--- src/design/assert_macros.svh ---
// assertion helpers used by the walker rtl
// clocked, reset-gated concurrent checks reporting through $error
`ifndef ASSERT_MACROS_SVH
`define ASSERT_MACROS_SVH

// plain property check, disabled while reset is asserted
`define VRLW_ASSERT(label, clk, rst_n, prop) \
    label: assert property (@(posedge clk) disable iff (!rst_n) (prop)) \
        else $error("walker assertion failed");

// overlapping implication check, disabled while reset is asserted
`define VRLW_ASSERT_IMP(label, clk, rst_n, ante, cons) \
    label: assert property (@(posedge clk) disable iff (!rst_n) (ante) |-> (cons)) \
        else $error("walker implication failed");

// next-cycle implication check, disabled while reset is asserted
`define VRLW_ASSERT_NEXT(label, clk, rst_n, ante, cons) \
    label: assert property (@(posedge clk) disable iff (!rst_n) (ante) |=> (cons)) \
        else $error("walker next-cycle check failed");

`endif

--- src/design/vrlw_pkg.sv ---
// shared types and codes of the voxel ray line walker
// no dependencies
`timescale 1ns / 1ps
`default_nettype none

package vrlw_pkg;

    // request codes of an input beat
    localparam logic REQ_START  = 1'b0;
    localparam logic REQ_ANSWER = 1'b1;

    // result kinds of an output beat
    typedef enum logic [1:0] {
        KIND_QUERY = 2'd0,
        KIND_HIT   = 2'd1,
        KIND_MISS  = 2'd2
    } t_kind;

    // per-axis control from the walker sequencing
    typedef struct packed {
        logic load;
        logic step;
    } t_axis_ctrl;

endpackage

`default_nettype wire

--- src/design/voxel_ray_line_walker_unit.sv ---
// voxel ray line walker: 3d error-accumulator line stepper, one voxel per beat
// an input beat passes the input register, then the result register, on its way to a result beat
// throughput one input beat per cycle while the result side does not stall; an answer while idle gives no result beat
// synchronous active-low reset clears the walk state and the valid flags of the input and the result registers
// depends on vrlw_pkg, vrlw_axis and assert_macros.svh
`timescale 1ns / 1ps
`default_nettype none
`include "assert_macros.svh"

module voxel_ray_line_walker_unit import vrlw_pkg::*; #(
    parameter int COORD_WIDTH = 32
) (
    input  wire logic                   i_clk,
    input  wire logic                   i_rst_n,
    input  wire logic                   i_in_valid,
    output logic                        o_in_stall,
    input  wire logic                   i_req_type,
    input  wire logic [COORD_WIDTH-1:0] i_from_x,
    input  wire logic [COORD_WIDTH-1:0] i_from_y,
    input  wire logic [COORD_WIDTH-1:0] i_from_z,
    input  wire logic [COORD_WIDTH-1:0] i_to_x,
    input  wire logic [COORD_WIDTH-1:0] i_to_y,
    input  wire logic [COORD_WIDTH-1:0] i_to_z,
    input  wire logic [7:0]             i_density,
    output logic                        o_out_valid,
    input  wire logic                   i_out_stall,
    output logic      [1:0]             o_kind,
    output logic      [COORD_WIDTH-1:0] o_pos_x,
    output logic      [COORD_WIDTH-1:0] o_pos_y,
    output logic      [COORD_WIDTH-1:0] o_pos_z
);

    localparam int DW = COORD_WIDTH + 1;

    // input register
    logic                   r_in_valid;
    logic                   r_in_type;
    logic [COORD_WIDTH-1:0] r_from [3];
    logic [COORD_WIDTH-1:0] r_to   [3];
    logic [7:0]             r_density;

    // walk state
    logic          r_busy;
    logic [DW-1:0] r_major;
    logic [DW-1:0] r_count;

    // result register
    logic                   r_out_valid;
    t_kind                  r_kind;
    logic [COORD_WIDTH-1:0] r_pos [3];

    logic                   w_fire;
    logic                   w_is_start;
    logic                   w_is_answer;
    logic                   w_hit;
    t_axis_ctrl             w_ctrl;
    logic [DW-1:0]          w_abs_load [3];
    logic [COORD_WIDTH-1:0] w_pos_step [3];
    logic [COORD_WIDTH-1:0] w_prev     [3];
    logic [DW-1:0]          w_major_xy;
    logic [DW-1:0]          n_major;
    logic [DW-1:0]          n_count;
    logic                   w_done;
    logic                   n_busy;
    logic                   w_emit;
    t_kind                  n_kind;
    logic [COORD_WIDTH-1:0] n_pos [3];

    // handshake: the held beat moves on when the result register is free
    always_comb begin
        w_fire      = r_in_valid && (!r_out_valid || !i_out_stall);
        o_in_stall  = r_in_valid && !w_fire;
        w_is_start  = r_in_type == REQ_START;
        w_is_answer = r_in_type == REQ_ANSWER;
        w_ctrl.load = w_fire && w_is_start;
        w_hit       = w_fire && w_is_answer && r_busy && (r_density != 8'd0);
        w_ctrl.step = w_fire && w_is_answer && r_busy && (r_density == 8'd0);
    end

    // per-axis steppers
    for (genvar g = 0; g < 3; g++) begin : g_axis
        vrlw_axis #(
            .COORD_WIDTH(COORD_WIDTH)
        ) u_axis (
            .i_clk      (i_clk),
            .i_ctrl     (w_ctrl),
            .i_from     (r_from[g]),
            .i_to       (r_to[g]),
            .i_major    (r_major),
            .o_abs_load (w_abs_load[g]),
            .o_pos_step (w_pos_step[g]),
            .o_prev     (w_prev[g])
        );
    end

    // major length of a new ray and the step counter
    always_comb begin
        w_major_xy = (w_abs_load[0] > w_abs_load[1]) ? w_abs_load[0] : w_abs_load[1];
        n_major    = (w_abs_load[2] > w_major_xy) ? w_abs_load[2] : w_major_xy;
        n_count    = r_count + {{(DW-1){1'b0}}, 1'b1};
        w_done     = n_count >= r_major;
    end

    // result selection
    always_comb begin
        w_emit = w_ctrl.load || w_ctrl.step || w_hit;
        n_busy = r_busy;
        n_kind = KIND_MISS;
        for (int i = 0; i < 3; i++) begin
            n_pos[i] = '0;
        end
        if (w_ctrl.load) begin
            n_busy = n_major != '0;
            if (n_major != '0) begin
                n_kind = KIND_QUERY;
                for (int i = 0; i < 3; i++) begin
                    n_pos[i] = r_from[i];
                end
            end
        end else if (w_hit) begin
            n_busy = 1'b0;
            n_kind = KIND_HIT;
            for (int i = 0; i < 3; i++) begin
                n_pos[i] = w_prev[i];
            end
        end else if (w_ctrl.step) begin
            n_busy = !w_done;
            if (!w_done) begin
                n_kind = KIND_QUERY;
                for (int i = 0; i < 3; i++) begin
                    n_pos[i] = w_pos_step[i];
                end
            end
        end
    end

    // input register control
    always_ff @(posedge i_clk) begin
        if (!i_rst_n) begin
            r_in_valid <= 1'b0;
        end else if (!o_in_stall) begin
            r_in_valid <= i_in_valid;
        end
    end

    // input register payload
    always_ff @(posedge i_clk) begin
        if (i_in_valid && !o_in_stall) begin
            r_in_type <= i_req_type;
            r_from[0] <= i_from_x;
            r_from[1] <= i_from_y;
            r_from[2] <= i_from_z;
            r_to[0]   <= i_to_x;
            r_to[1]   <= i_to_y;
            r_to[2]   <= i_to_z;
            r_density <= i_density;
        end
    end

    // walk control state
    always_ff @(posedge i_clk) begin
        if (!i_rst_n) begin
            r_busy  <= 1'b0;
            r_count <= '0;
        end else begin
            r_busy <= n_busy;
            if (w_ctrl.load) begin
                r_count <= '0;
            end else if (w_ctrl.step) begin
                r_count <= n_count;
            end
        end
    end

    // major length of the running ray
    always_ff @(posedge i_clk) begin
        if (w_ctrl.load) begin
            r_major <= n_major;
        end
    end

    // result register control
    always_ff @(posedge i_clk) begin
        if (!i_rst_n) begin
            r_out_valid <= 1'b0;
        end else if (w_fire) begin
            r_out_valid <= w_emit;
        end else if (!i_out_stall) begin
            r_out_valid <= 1'b0;
        end
    end

    // result register payload
    always_ff @(posedge i_clk) begin
        if (w_fire && w_emit) begin
            r_kind <= n_kind;
            for (int i = 0; i < 3; i++) begin
                r_pos[i] <= n_pos[i];
            end
        end
    end

    assign o_out_valid = r_out_valid;
    assign o_kind      = r_kind;
    assign o_pos_x     = r_pos[0];
    assign o_pos_y     = r_pos[1];
    assign o_pos_z     = r_pos[2];

    // a running walk has voxels left to query
    `VRLW_ASSERT_IMP(a_busy_count, i_clk, i_rst_n, r_busy, r_count < r_major)
    // a ray load leaves the walker busy exactly when its length is nonzero
    `VRLW_ASSERT_NEXT(a_load_busy, i_clk, i_rst_n, w_ctrl.load, r_busy == (r_major != '0))
    // a stalled result beat is never dropped
    `VRLW_ASSERT_NEXT(a_out_hold, i_clk, i_rst_n, r_out_valid && i_out_stall, r_out_valid)

endmodule

`default_nettype wire

--- src/design/vrlw_axis.sv ---
// one axis of the line walker: delta, step sign, error accumulator, position
// depends on vrlw_pkg
`timescale 1ns / 1ps
`default_nettype none

module vrlw_axis import vrlw_pkg::*; #(
    parameter int COORD_WIDTH = 32
) (
    input  wire logic                   i_clk,
    input  wire t_axis_ctrl             i_ctrl,
    input  wire logic [COORD_WIDTH-1:0] i_from,
    input  wire logic [COORD_WIDTH-1:0] i_to,
    input  wire logic [COORD_WIDTH:0]   i_major,
    output logic      [COORD_WIDTH:0]   o_abs_load,
    output logic      [COORD_WIDTH-1:0] o_pos_step,
    output logic      [COORD_WIDTH-1:0] o_prev
);

    localparam int DW = COORD_WIDTH + 1;
    localparam int EW = COORD_WIDTH + 2;

    logic [COORD_WIDTH-1:0] r_cur;
    logic [COORD_WIDTH-1:0] r_prev;
    logic [DW-1:0]          r_abs;
    logic [EW-1:0]          r_err;
    logic                   r_neg;

    logic [DW-1:0]          w_delta;
    logic                   w_delta_neg;
    logic [EW-1:0]          w_err_sum;
    logic                   w_adv;
    logic [COORD_WIDTH-1:0] w_cur_adv;

    // signed delta of the sign-extended endpoints and its magnitude
    always_comb begin
        w_delta     = {i_to[COORD_WIDTH-1], i_to} - {i_from[COORD_WIDTH-1], i_from};
        w_delta_neg = w_delta[DW-1];
        o_abs_load  = w_delta_neg ? (~w_delta + {{(DW-1){1'b0}}, 1'b1}) : w_delta;
    end

    // error accumulate and strict compare against the major length
    always_comb begin
        w_err_sum = r_err + {1'b0, r_abs};
        w_adv     = w_err_sum > {1'b0, i_major};
        w_cur_adv = r_neg ? (r_cur - {{(COORD_WIDTH-1){1'b0}}, 1'b1})
                          : (r_cur + {{(COORD_WIDTH-1){1'b0}}, 1'b1});
        o_pos_step = w_adv ? w_cur_adv : r_cur;
    end

    assign o_prev = r_prev;

    // axis state update on ray load or one voxel advance
    always_ff @(posedge i_clk) begin
        if (i_ctrl.load) begin
            r_abs  <= o_abs_load;
            r_err  <= {1'b0, o_abs_load};
            r_neg  <= w_delta_neg || (w_delta == '0);
            r_cur  <= i_from;
            r_prev <= i_from;
        end else if (i_ctrl.step) begin
            r_prev <= r_cur;
            r_cur  <= o_pos_step;
            r_err  <= w_adv ? (w_err_sum - {1'b0, i_major}) : w_err_sum;
        end
    end

endmodule

`default_nettype wire

--- config.mk ---
export PLATFORM = sky130hd
export DESIGN_NAME = voxel_ray_line_walker_unit
export DESIGN_NICKNAME = d
export VERILOG_FILES = /design/src/design/vrlw_pkg.sv /design/src/design/voxel_ray_line_walker_unit.sv /design/src/design/vrlw_axis.sv
export VERILOG_INCLUDE_DIRS = /design/src /design/src/design
export SDC_FILE = /design/constraint.sdc
export NUM_CORES = 2
export LEC_CHECK = 0
export CORE_ASPECT_RATIO = 1.1
export CORE_MARGIN = 2
export CORE_UTILIZATION = 36
export CTS_CLUSTER_SIZE = 24
export DETAILED_ROUTE_END_ITERATION = 10
export DONT_BUFFER_PORTS = 1
export RECOVER_POWER = 25
export SYNTH_ARGS = -nofsm -noshare
export SYNTH_HDL_FRONTEND = slang
export SYNTH_SLANG_ARGS = --single-unit
--- constraint.sdc ---
create_clock -name i_clk -period 14.9 [get_ports i_clk]
set_clock_uncertainty 0.1 [all_clocks]
set_input_delay 1.49 -clock i_clk [delete_from_list [all_inputs] [get_ports i_clk]]
set_output_delay 1.49 -clock i_clk [all_outputs]
set_load 0.005 [all_outputs]
==> flow_metrics.env <==
export IMPL_status="finished with violations"
export IMPL_violations="capacitance limit, slew limit"
export IMPL_slew_headroom=-1.677
export IMPL_dieWidth_um=380.3
export IMPL_synth_edff_count=725
export IMPL_area_growth_pct=9.817
export IMPL_nNetsFinal=6702
export IMPL_power_density_nw_per_um2=180.5
export IMPL_drt_iter0_drc=4136
export IMPL_cts_sinks=764
export IMPL_finalSetupViolations=0
export IMPL_ys_ff_latch=764
export IMPL_maxCapViolations=4
export IMPL_dr_pass1_iters=8
export IMPL_ys_flop_type="edfxtp_1"
export IMPL_postCtsSetupBuffers=0
export IMPL_synth_simple_area_share=0.1620
export IMPL_min_path_type="register to register"
export IMPL_cts_root_buffer="clkbuf_16"
export IMPL_avgViaCountPerCell=5.705
export IMPL_grt_use_met2=0.3679
export IMPL_final_area_sq_um=61590
export IMPL_grt_ovfl_total=0
export IMPL_fill_cells=15326
export IMPL_finalMaxSlewViolations=232
export IMPL_postRouteAntennaNets=0
export IMPL_top_usage_layer="met2"
export IMPL_vias=46506
export IMPL_fin_total_pwr_mw=11.12
export IMPL_cp_end_kind="register"
export IMPL_grtUsageMet3=0.03756
export IMPL_drive_gt1_frac=0.05024
export IMPL_initial_core_util=0.3633
export IMPL_ys_async_sr_fraction=0
export IMPL_numCtsBuffers=89
export IMPL_max_freq_mhz=75.03
export IMPL_grtUsageMet1=0.2947
export IMPL_final_setup_tns_ns=0
export IMPL_hold_buffers=0
export IMPL_synth_top_area_frac=0.3882
export IMPL_clkLatencyLatePin_ns=0.73
export IMPL_clk_pin_slew_ns=0.06
export IMPL_max_stage_delay_ns=0.83
export IMPL_min_period_ns=13.33
export IMPL_synthCells=6036
export IMPL_drc_errors=0
export IMPL_die_y_um=418.0
export IMPL_antenna_found_initial=44
export IMPL_synth_warnings=0
export IMPL_crit_slowest_cell="a2111oi_0"
export IMPL_synth_mux_area_frac=0.02659
export IMPL_synth_cell_types=95
export IMPL_io_buffers=0
export IMPL_leakage_nw=24.63
export IMPL_grt_first_pass_wirelength_um=274200
export IMPL_wirelength_um=185000
export IMPL_synth_top_family_by_area="compound AO/OA/AOI/OAI gates"
export IMPL_routabilityCongestion=0.9786
export IMPL_syn_nets=6740
export IMPL_synth_area_per_cell_sq_um=9.291
export IMPL_h_tree_depth=3
export IMPL_cts_max_path_buffers=3
export IMPL_tightest_slew_ns=3.994
export IMPL_synthAdderAreaFrac=0.1129
export IMPL_hold_viol=0
export IMPL_rsz0062_at_grt="no"
export IMPL_ys_seq_area_frac=0.4021
export IMPL_worstPathMaxFanout=31
export IMPL_ctsResizeCount=0
export IMPL_cts_tree="done"
export IMPL_synth_top_cell_by_area="edfxtp_1"
export IMPL_hpwlAfterDp_um=139500
export IMPL_synth_commonest_cells="edfxtp_1 (725), nand2_1 (656), a21oi_1 (583)"
export IMPL_critPathKind="register to register"
export IMPL_fin_util=0.3990
export IMPL_coreArea_sq_um=154400
export IMPL_die_area_sq_um=159000
export IMPL_avgRoutedWirePerCell_um=22.70
export IMPL_grt_max_degree=204
export IMPL_place_area_sq_um=58630
export IMPL_yosysMostFrequentCell="edfxtp_1"
export IMPL_worstPathRequired_ns=15.23
export IMPL_arrival_ns=13.66
export IMPL_synth_xor_area_frac=0.07246
export IMPL_fin_crit_sh=0.8945
export IMPL_ioPinCount=305
export IMPL_grt_use_total=0.2247
export IMPL_ir_drop_v=0.0001493
export IMPL_synthTopCellsByArea="edfxtp_1 (39%), ha_1 (11%), a21oi_1 (5.2%)"
export IMPL_syn_area_sq_um=56080
export IMPL_critPathLaunchType="register"
export IMPL_synth_compound_area_share=0.1893
export IMPL_crit_top_cell="a2111oi_0"
export IMPL_grt_pass1_vias=43880
export IMPL_num_rows=151
-- per-stage QoR --
step / setup WS (ns) / std cells / hold slack [ns]
detailed placement: 1.826 / 7972 / 0.3740
floorplan: 3.438 / 6036 / 0.3488
finish: 1.572 / 8152 / 0.3812
CTS: 1.797 / 8136 / 0.3815
global route: 0.7748 / 8145 / 0.4268
global placement: 2.093 / 7972 / 0.3599
-- per-layer routing --
layer / vias to the layer above / wire length [um]
met4: 16 / 7363
met2: 1562 / 85580
met5: - / 114
met3: 370 / 12460
met1: 22419 / 79510
li1: 22139 / -
-- final cells by class --
type	count	area (sq um)	share of cell area
clock inverter	55	558.0	0.009061
inverter	296	1114	0.01808
sequential	764	22550	0.3662
antenna	16	40.04	0.0006501
multi-input combinational	4765	31700	0.5148
clock buffer	109	2386	0.03874
timing repair buffer	82	649.4	0.01054
tap	2065	2584	0.04195
-- worst max-delay path, delay by kind of cell (launching register included) --
family	cells	cell delay [ns]
adders and majority gates	3	1.24
buffers and inverters	2	0.52
xor gates and xnor gates	2	0.69
and+or+nand+nor	14	5.17
AOI/OAI and AO/OA	17	4.93
DFF	1	0.37
-- path summary, 6_finish.rpt --
kind                     start           to  slack, ns  cells past startpoint
hold reg to reg     r_count[1]   r_count[1]       0.38                      2
setup / recovery  r_from[0][3]  r_pos[0][8]       1.57                     38
setup reg to reg  r_from[0][3]  r_pos[0][8]       1.57                     38
hold / removal      r_count[1]   r_count[1]       0.38                      2
-- sequential cells by signal, summed over array words and instances (netlist names), 2 cells and up --
register              flops
r_to                     96
g_axis.u_axis.o_prev     96
o_kind                    2
g_axis.u_axis.r_err     102
g_axis.u_axis.r_neg       3
r_from                   96
r_density                 8
g_axis.u_axis.r_cur      96
r_pos                    96
r_major                  33
g_axis.u_axis.r_abs      99
r_count                  33
-- report_power, final --
group          switching [mW]  total [mW]  internal [mW]
sequential             0.0944        2.88           2.79
clock                   0.983        2.27           1.29
combinational            3.70        5.97           2.26
total                    4.78        11.1           6.34
-- logic make-up after synthesis --
| group | after synthesis |
|---|---|
| DFF | 764 |
| xor gates and xnor gates | 464 |
| AOI/OAI and AO/OA | 1688 |
| buffers and inverters | 507 |
| muxes | 148 |
| adders and majority gates | 499 |
| and+or+nand+nor | 1966 |
-- placed cells by master, fill, tap and decap left out, types with 79 or more instances in the layout --
cell	count
nand2_1	653
o21bai_1	79
a21oi_1	581
inv_1	294
ha_1	487
nor2_1	572
nand3_1	134
edfxtp_1	725
xnor2_1	265
mux2i_1	140
o21ai_0	360
nor3_1	132
xor2_1	196
clkbuf_16	92
a21o_1	145
Power figures use the tool's default switching activity.
